===== src/hdl/urhe_pkg.sv =====
`default_nettype none

package urhe_pkg;

	localparam int WORD_W = 32;

	// Longest ULEB128 length field that may be emitted.
	localparam logic [3:0] LEB_MAX_BYTES = 4'd8;

	localparam logic [1:0] CMD_PROLOGUE  = 2'd0;
	localparam logic [1:0] CMD_PROLOGUE_SAVED = 2'd1;
	localparam logic [1:0] CMD_BODY      = 2'd2;
	localparam logic [1:0] CMD_NEW_PROC  = 2'd3;

	localparam logic [1:0] STATUS_OK        = 2'd0;
	localparam logic [1:0] STATUS_SIZE      = 2'd1;
	localparam logic [1:0] STATUS_ARG       = 2'd2;
	localparam logic [1:0] STATUS_TOO_LONG  = 2'd3;

	localparam logic [7:0] R1_PROLOGUE = 8'h00;
	localparam logic [7:0] R1_BODY     = 8'h20;
	localparam logic [7:0] R2_BASE     = 8'h40;
	localparam logic [7:0] R3_PROLOGUE = 8'h60;
	localparam logic [7:0] R3_BODY     = 8'h61;

	typedef struct packed {
		logic [1:0]        cmd;
		logic [WORD_W-1:0] region_length;
		logic [7:0]        save_mask;
		logic [WORD_W-1:0] save_register;
	} in_item_t;

	typedef struct packed {
		logic [7:0] out_byte;
		logic       byte_valid;
		logic [1:0] status;
		logic       last;
	} out_item_t;

endpackage

`default_nettype wire


===== src/hdl/unwind_region_header_encoder_top.sv =====
// Channel   Signals                                Direction  Item
// in        in_valid, in_ready, in_data            in         one request
// out       out_valid, out_ready, out_data         out        one result byte or status
// cfg       cfg_valid, cfg_ready, cfg_data         in         procedure total length
//
// A new-procedure request yields one status item; a region request passes its summing and
// limit check (ADD_LO, ADD_HI, CHECK) through the single 32-bit adder, then emits one result
// item per cycle (one to seven) while the out channel is free. Results leave through one
// output register; a stalled out channel holds the sequencer in its emit step.
// Reset clears the running sum, the limit and all control state; no clearing pass.
`default_nettype none

module unwind_region_header_encoder_top (
	input  logic                        clk,
	input  logic                        arst_n,
	input  logic                        in_valid,
	output logic                        in_ready,
	input  urhe_pkg::in_item_t          in_data,
	output logic                        out_valid,
	input  logic                        out_ready,
	output urhe_pkg::out_item_t         out_data,
	input  logic                        cfg_valid,
	output logic                        cfg_ready,
	input  logic [urhe_pkg::WORD_W-1:0] cfg_data
);
	import urhe_pkg::*;

	logic      out_valid_q;
	out_item_t out_data_q;
	logic      slot_free;
	logic      push;
	out_item_t item;

	assign slot_free = !out_valid_q || out_ready;
	assign cfg_ready = 1'b1;
	assign out_valid = out_valid_q;
	assign out_data  = out_data_q;

	urhe_ctrl u_ctrl (
		.clk       (clk),
		.arst_n    (arst_n),
		.in_valid  (in_valid),
		.in_ready  (in_ready),
		.in_data   (in_data),
		.cfg_valid (cfg_valid),
		.cfg_data  (cfg_data),
		.slot_free (slot_free),
		.push      (push),
		.item      (item)
	);

	always_ff @(posedge clk or negedge arst_n) begin
		if (!arst_n) begin
			out_valid_q <= 1'b0;
		end else if (push) begin
			out_valid_q <= 1'b1;
		end else if (out_ready) begin
			out_valid_q <= 1'b0;
		end
	end

	always_ff @(posedge clk) begin
		if (push) begin
			out_data_q <= item;
		end
	end

endmodule

`default_nettype wire


===== src/hdl/urhe_alu.sv =====
`default_nettype none

module urhe_alu (
	input  logic [urhe_pkg::WORD_W-1:0] a,
	input  logic [urhe_pkg::WORD_W-1:0] b,
	input  logic                        cin,
	output logic [urhe_pkg::WORD_W-1:0] sum,
	output logic                        cout
);
	import urhe_pkg::*;

	assign {cout, sum} = {1'b0, a} + {1'b0, b} + {{WORD_W{1'b0}}, cin};

endmodule

`default_nettype wire


===== src/hdl/urhe_ctrl.sv =====
`default_nettype none

module urhe_ctrl (
	input  logic                        clk,
	input  logic                        arst_n,
	input  logic                        in_valid,
	output logic                        in_ready,
	input  urhe_pkg::in_item_t          in_data,
	input  logic                        cfg_valid,
	input  logic [urhe_pkg::WORD_W-1:0] cfg_data,
	input  logic                        slot_free,
	output logic                        push,
	output urhe_pkg::out_item_t         item
);
	import urhe_pkg::*;

	typedef enum logic [4:0] {
		ST_IDLE   = 5'b00001,
		ST_ADD_LO = 5'b00010,
		ST_ADD_HI = 5'b00100,
		ST_CHECK  = 5'b01000,
		ST_EMIT   = 5'b10000
	} state_t;

	state_t            state_q;
	logic [1:0]        cmd_q;
	logic [WORD_W-1:0] len_q;
	logic [3:0]        mask_q;
	logic              mask_bad_q;
	logic [6:0]        reg_q;
	logic              reg_bad_q;
	logic [WORD_W-1:0] sum_lo_q;
	logic [WORD_W-1:0] sum_hi_q;
	logic              carry_q;
	logic [WORD_W-1:0] total_q;
	logic [15:0]       hdr_q;
	logic [1:0]        hdr_cnt_q;
	logic              leb_on_q;
	logic [WORD_W-1:0] leb_q;
	logic [1:0]        status_q;
	logic              single_q;

	logic [WORD_W-1:0] alu_a;
	logic [WORD_W-1:0] alu_b;
	logic              alu_cin;
	logic [WORD_W-1:0] alu_sum;
	logic              alu_cout;
	logic [3:0]        leb_cnt;
	logic              too_long;
	logic              size_err;
	logic              leb_more;

	// One adder serves the low half, the high half with carry, and the limit compare.
	always_comb begin
		alu_a   = '0;
		alu_b   = '0;
		alu_cin = 1'b0;
		unique case (state_q)
			ST_ADD_LO: begin
				alu_a = sum_lo_q;
				alu_b = len_q;
			end
			ST_ADD_HI: begin
				alu_a   = sum_hi_q;
				alu_cin = carry_q;
			end
			ST_CHECK: begin
				alu_a   = total_q;
				alu_b   = ~sum_lo_q;
				alu_cin = 1'b1;
			end
			default: begin
			end
		endcase
	end

	urhe_alu u_alu (
		.a    (alu_a),
		.b    (alu_b),
		.cin  (alu_cin),
		.sum  (alu_sum),
		.cout (alu_cout)
	);

	// A missing carry out of total - sum_lo means the low half exceeds the limit.
	assign size_err = (sum_hi_q != '0) || !alu_cout;

	always_comb begin
		if (len_q[31:28] != '0) begin
			leb_cnt = 4'd5;
		end else if (len_q[27:21] != '0) begin
			leb_cnt = 4'd4;
		end else if (len_q[20:14] != '0) begin
			leb_cnt = 4'd3;
		end else if (len_q[13:7] != '0) begin
			leb_cnt = 4'd2;
		end else begin
			leb_cnt = 4'd1;
		end
	end

	assign too_long = leb_cnt > LEB_MAX_BYTES;
	assign leb_more = leb_q[WORD_W-1:7] != '0;
	assign in_ready = state_q == ST_IDLE;
	assign push     = (state_q == ST_EMIT) && slot_free;

	always_comb begin
		if (single_q) begin
			item = '{out_byte: 8'h00, byte_valid: 1'b0, status: status_q, last: 1'b1};
		end else if (hdr_cnt_q != 2'd0) begin
			item = '{out_byte: hdr_q[15:8], byte_valid: 1'b1, status: STATUS_OK,
				last: (hdr_cnt_q == 2'd1) && !leb_on_q};
		end else begin
			item = '{out_byte: {leb_more, leb_q[6:0]}, byte_valid: 1'b1,
				status: STATUS_OK, last: !leb_more};
		end
	end

	always_ff @(posedge clk or negedge arst_n) begin
		if (!arst_n) begin
			state_q   <= ST_IDLE;
			sum_lo_q  <= '0;
			sum_hi_q  <= '0;
			total_q   <= '0;
			hdr_cnt_q <= '0;
			leb_on_q  <= 1'b0;
			single_q  <= 1'b0;
			status_q  <= STATUS_OK;
			carry_q   <= 1'b0;
		end else begin
			if (cfg_valid) begin
				total_q <= cfg_data;
			end
			unique case (state_q)
				ST_IDLE: begin
					if (in_valid) begin
						if (in_data.cmd == CMD_NEW_PROC) begin
							sum_lo_q <= '0;
							sum_hi_q <= '0;
							status_q <= STATUS_OK;
							single_q <= 1'b1;
							state_q  <= ST_EMIT;
						end else begin
							state_q <= ST_ADD_LO;
						end
					end
				end
				ST_ADD_LO: begin
					sum_lo_q <= alu_sum;
					carry_q  <= alu_cout;
					state_q  <= ST_ADD_HI;
				end
				ST_ADD_HI: begin
					if (alu_cout) begin
						sum_lo_q <= '1;
						sum_hi_q <= '1;
					end else begin
						sum_hi_q <= alu_sum;
					end
					state_q <= ST_CHECK;
				end
				ST_CHECK: begin
					single_q <= 1'b0;
					status_q <= STATUS_OK;
					leb_q    <= len_q;
					if (size_err) begin
						status_q <= STATUS_SIZE;
						single_q <= 1'b1;
					end else if (cmd_q == CMD_PROLOGUE_SAVED) begin
						if (mask_bad_q || reg_bad_q) begin
							status_q <= STATUS_ARG;
							single_q <= 1'b1;
						end else if (too_long) begin
							status_q <= STATUS_TOO_LONG;
							single_q <= 1'b1;
						end
						hdr_q     <= {R2_BASE | {5'b0, mask_q[3:1]}, mask_q[0], reg_q};
						hdr_cnt_q <= 2'd2;
						leb_on_q  <= 1'b1;
					end else if (len_q[WORD_W-1:5] == '0) begin
						hdr_q     <= {((cmd_q == CMD_PROLOGUE) ? R1_PROLOGUE : R1_BODY)
							| {3'b0, len_q[4:0]}, 8'h00};
						hdr_cnt_q <= 2'd1;
						leb_on_q  <= 1'b0;
					end else begin
						if (too_long) begin
							status_q <= STATUS_TOO_LONG;
							single_q <= 1'b1;
						end
						hdr_q     <= {((cmd_q == CMD_PROLOGUE) ? R3_PROLOGUE : R3_BODY), 8'h00};
						hdr_cnt_q <= 2'd1;
						leb_on_q  <= 1'b1;
					end
					state_q <= ST_EMIT;
				end
				ST_EMIT: begin
					if (push) begin
						if (item.last) begin
							state_q <= ST_IDLE;
						end
						if (!single_q) begin
							if (hdr_cnt_q != 2'd0) begin
								hdr_q     <= {hdr_q[7:0], 8'h00};
								hdr_cnt_q <= hdr_cnt_q - 2'd1;
							end else begin
								leb_q <= {7'b0, leb_q[WORD_W-1:7]};
							end
						end
					end
				end
				default: begin
					state_q <= ST_IDLE;
				end
			endcase
		end
	end

	// Request fields are captured once and held for the whole sequence.
	always_ff @(posedge clk) begin
		if (in_valid && in_ready) begin
			cmd_q      <= in_data.cmd;
			len_q      <= in_data.region_length;
			mask_q     <= in_data.save_mask[3:0];
			mask_bad_q <= in_data.save_mask[7:4] != '0;
			reg_q      <= in_data.save_register[6:0];
			reg_bad_q  <= in_data.save_register[WORD_W-1:7] != '0;
		end
	end

endmodule

`default_nettype wire


===== config.mk =====
export PLATFORM = sky130hd
export DESIGN_NAME = unwind_region_header_encoder_top
export DESIGN_NICKNAME = d
export VERILOG_FILES = /design/src/hdl/urhe_pkg.sv /design/src/hdl/unwind_region_header_encoder_top.sv /design/src/hdl/urhe_alu.sv /design/src/hdl/urhe_ctrl.sv
export SDC_FILE = /design/constraint.sdc
export NUM_CORES = 1
export LEC_CHECK = 0
export ABC_AREA = 1
export BUFFER_PORTS_ARGS = -buffer_cell sky130_fd_sc_hd__buf_2
export CAP_MARGIN = 30
export CORE_UTILIZATION = 60
export CTS_CLUSTER_SIZE = 30
export DETAILED_ROUTE_END_ITERATION = 16
export HOLD_SLACK_MARGIN = 0.03
export PLACE_DENSITY = 0.81
export SYNTH_ARGS = -nofsm -noshare
export SYNTH_HDL_FRONTEND = slang
export SYNTH_SLANG_ARGS = --single-unit
export TNS_END_PERCENT = 30

===== constraint.sdc =====
create_clock -name clk -period 9.6 [get_ports clk]
set_input_delay 1.92 -clock clk [delete_from_list [all_inputs] [get_ports clk]]
set_output_delay 1.92 -clock clk [all_outputs]
set_load 0.01 [all_outputs]

==> summary.md <==
| Metric | Value |
|---|---|
| Post-synth top area share | 26.3% |
| Buffer levels on the longest clock path | 3 |
| Starting density of the core | 61.9% |
| Avg Inst Size Synth | 7.83 sq um |
| Type of origin of the critical path | flip-flop |
| IO Pins | 126 |
| Drt wl/cell | 16.7 um |
| Slew margin rel. | 32.3% |
| Row count | 51 |
| Horiz. Die Dim | 145 um |
| Max Fanout on Critical Path | 46 |
| List of most frequent post-synthesis cells | nand2_1, inv_1, o21ai_0, dfrtp_1, edfxtp_1 |
| Leading area contributor after synthesis | edfxtp_1 |
| Highest-delay cell along the critical path | inv_1 |
| Longest individual stage delay on the worst path | 0.75 ns |
| Share of synthesized flip-flops with an asynchronous set or reset | 50.5% |
| Routed length on met2 | 15400 um |
| Clock latency of the later-clocked register in the worst-skew pair | 0.53 ns |
| Total inserted antenna cells | 0 |
| Global Route Usage Sum | 32.4% |
| Endpoint class of the critical path | flip-flop |
| Top-count cell post-synth | nand2_1 |
| Post-cts hold buffer count | 0 |
| Cells along the critical path | inv_2, nand2_1, nor4_4, buf_4, inv_2, buf_4, o221ai_1, fa_1, inv_1, fa_1, inv_1, nand3_1, nand3_1, nand2_1, nand2_1, nand2_1, nand2_1, nand2_1, nand2_1, inv_1, nand2_1, nand2_1, o21ai_0 |
| Number of hold violations in the final report | 0 |
| Global-route wire length before repair | 51600 um |
| Number of nets in the synthesized netlist | 1706 |
| Cell area after synthesis | 0.0122 sq mm |
| Number of antenna violations at the first check in global routing | 0 |
| Hold slack final | 0.493 ns |
| Slew @ Worst Pin | 1.01 ns |
| Clock-pin slew of the registers on the worst-case setup and hold paths | 0.06 ns |
| Most frequent cell on the critical path | nand2_1 |
| GP Congestion | 0.988 |
| Most used DFF post-synth | dfrtp_1 |
| Total of cells resized after clock tree synthesis | 0 |
| Total of max-cap violations | 0 |
| Highest metal layer used by the detailed router | met4 |
| Switching power of the nets | 1040 uW |
| Highest clock frequency the design can meet | 0.180 GHz |
| Static power due to leakage | 0.00687 uW |
| Die area | 0.0209 sq mm |
| CP required | 9.98 ns |
| Port Buffers | 124 |
| Pre-antenna DRT Iters | 6 |
| Startpoint-to-endpoint class of the critical path | reg -> reg |
| Area taken by multi-input logic gates | 0.00502 sq mm |
| Synthesized instance count | 1560 |
| Number of fill cells in the layout | 1594 |
| Final #Nets | 1815 |
| Area of all sequential standard cells | 0.00594 sq mm |
| Number of remaining DRC errors | 0 |
| # setup viols final | 0 |
| Via Count | 10800 |
| Pre-CTS setup slack | 4.21 ns |
| Final worst path period need | 5.57 ns |
| Clock network fraction of total power | 30.1% |
| Cell type group with the largest total delay on the critical path | buffers and inverters |
| Status | complete, no violations |
| Reg power frac | 41.9% |
| Layout Utilization | 70.2% |
| CTS H-Tree Depth | 1 |
| Final TNS setup | 0 ns |
| Pin count of the biggest net entering global routing | 66 |
| Post-layout power | 2910 uW |
| Fraction of the yosys area taken by sequential cells | 48.7% |
| Syn-to-layout area delta | 13.4% |
| Worst min-delay path category | reg -> reg |
| TritonCTS Sinks | 216 |
| Die H | 145 um |
| Largest voltage drop on the vdd net | 211 uV |
| Root buf cell | clkbuf_16 |
| Unrepaired setup endpoints after global routing | no |
| Layout cells sized above 1 | 11.7% |
| Part of the cycle the worst path needs | 58.0% |
| Switching part of the total power | 35.6% |
| Number of enable flip-flop cells after synthesis | 107 |
| Total Routed Length | 32600 um |
| Buffering stage count on the worst path with inverters included | 7 |
| Number of global-route vias before repair | 10100 |
| Critical Path AT | 5.95 ns |
| Clock tree from TritonCTS | built |
| Share of power burned in combinational logic | 27.9% |
| Internal power of the cells | 1870 uW |
| Max Slew Vio Count | 0 |
| Placed wire-length estimate after detailed placement | 23900 um |
| Syn. warnings | 0 |
| Met3 WL | 2710 um |
| Power Density | 210 mW/mm^2 |
| Number of post-CTS setup repair buffers | 0 |
| Ranking of synthesized cells by area | edfxtp_1, dfrtp_1, nand2_1 |
| Length of routed wiring on met1 | 13500 um |
| Residual antenna-violating net count after detailed routing | 0 |
| Worst clock skew | 0.0274 ns |
| Post-detailed-route via-to-cell ratio | 5.51 |
| Unique cell type count in the Yosys netlist | 45 |
| Core outline area | 0.0197 sq mm |
| Iteration-0 DRC Markers | 951 |
| Number of synthesized register bits | 216 |
| Clock buffer count from CTS | 24 |
| Overflow left after global routing | 0 |
| Final WS setup | 4.03 ns |
-- power by group through the flow --
stage               clock network (uW)  registers (uW)  logic [uW]
CTS                                884            1220         798
finish                             877            1220         813
global placement                     0            1230         759
detailed placement                   0            1230         795
global route                       920            1230         889
floorplan                            0            1220         539
-- area by class of cell --
cell class,instances,area share (%)
inverter,271,7.35
timing repair buffer,139,5.67
clock inverter,14,0.750
sequential,216,42.9
multi-input combinational,1017,36.3
tap,265,2.40
clock buffer,30,4.66
-- state kept, by name, summed over array words and instances, names as in the netlist --
name,flops
u_ctrl.carry_q,1
u_ctrl.state_q,5
u_ctrl.hdr_q,16
u_ctrl.cmd_q,2
u_ctrl.mask_bad_q,1
u_ctrl.total_q,32
u_ctrl.mask_q,4
u_ctrl.sum_hi_q,32
u_ctrl.reg_q,7
u_ctrl.hdr_cnt_q,2
out_valid,1
u_ctrl.reg_bad_q,1
u_ctrl.sum_lo_q,32
u_ctrl.status_q,2
u_ctrl.len_q,32
u_ctrl.leb_on_q,1
u_ctrl.leb_q,32
u_ctrl.single_q,1
out_data,12
-- worst register-to-register path, delay by kind of cell (launching register included) --
family,cells,cell delay (ns)
AOI/OAI and AO/OA,2,0.34
DFF,1,0.57
buffers and inverters,7,2.18
adders and majority gates,2,0.70
and+or+nand+nor,12,1.66
-- placed cells by master, fill, tap and decap left out, types with 2 or more instances in the layout --
| cell | netlist | final |
|---|---|---|
| a21oi_1 | 35 | 35 |
| ha_1 | 33 | 33 |
| clkbuf_1 | 32 | 5 |
| nor4_1 | 13 | 13 |
| dfrtp_1 | 108 | 108 |
| clkbuf_16 | 0 | 25 |
| xnor2_1 | 11 | 11 |
| nand2_2 | 2 | 2 |
| nand3_1 | 56 | 56 |
| o22ai_1 | 33 | 33 |
| nand3b_1 | 6 | 6 |
| nand3_2 | 2 | 2 |
| clkinvlp_2 | 0 | 2 |
| inv_6 | 0 | 2 |
| o21ai_2 | 4 | 4 |
| and2_1 | 2 | 2 |
| nand4_1 | 15 | 15 |
| or4_1 | 2 | 2 |
| buf_2 | 13 | 123 |
| clkinvlp_4 | 0 | 2 |
| o221ai_1 | 27 | 27 |
| edfxtp_1 | 107 | 107 |
| nor4_4 | 3 | 4 |
| inv_2 | 7 | 7 |
| xor2_1 | 4 | 4 |
| buf_4 | 3 | 12 |
| buf_12 | 0 | 2 |
| clkinv_1 | 1 | 7 |
| nor2_1 | 90 | 89 |
| o21ai_1 | 2 | 2 |
| fa_1 | 2 | 2 |
| nor3_1 | 8 | 8 |
| o21ai_0 | 121 | 121 |
| nand2_1 | 526 | 526 |
| o211ai_1 | 10 | 10 |
| inv_1 | 263 | 263 |
-- worst paths after layout --
path	start	endpoint	slack [ns]	depth (start not counted)
worst max register to register	u_ctrl.state_q[0]$_DFFE_PN1P_	u_ctrl.sum_hi_q[9]$_DFFE_PN0P_	4.03	23
worst min register to register	u_ctrl.sum_hi_q[19]$_DFFE_PN0P_	u_ctrl.sum_hi_q[19]$_DFFE_PN0P_	0.49	2
worst max-delay path	u_ctrl.state_q[0]$_DFFE_PN1P_	u_ctrl.sum_hi_q[9]$_DFFE_PN0P_	4.03	23
max in group asynchronous	arst_n	u_ctrl.total_q[31]$_DFFE_PN0P_	6.88	2
min in group asynchronous	arst_n	u_ctrl.total_q[4]$_DFFE_PN0P_	1.41	1
worst min-delay path	u_ctrl.sum_hi_q[19]$_DFFE_PN0P_	u_ctrl.sum_hi_q[19]$_DFFE_PN0P_	0.49	2
-- cell families after synthesis --
| logic type | after synthesis | share of synthesized area (%) |
|---|---|---|
| XOR/XNOR | 15 | 1.08 |
| AND/OR/NAND/NOR | 728 | 24.6 |
| buffers and inverters | 327 | 10.5 |
| adder cells (fa/ha/maj) | 35 | 3.71 |
| other | 1 | 0.0307 |
| flip-flops | 216 | 48.7 |
| AO/OA/AOI/OAI | 238 | 11.4 |
-- through the flow --
stage	std cells	instance area, sq um
2_1_floorplan	1560	12200
3_3_place_gp	1903	13000
3_5_place_dp	1907	13100
4_1_cts	1951	13800
5_1_grt	1952	13800
6_report	1952	13800
-- layer usage --
metal,global-route usage (%),vias up
met1,43.8,4949
met4,11.2,0
met2,53.8,493
met5,0,-
met3,4.21,67
li1,-,5246
(Power assumes the default switching activity.)
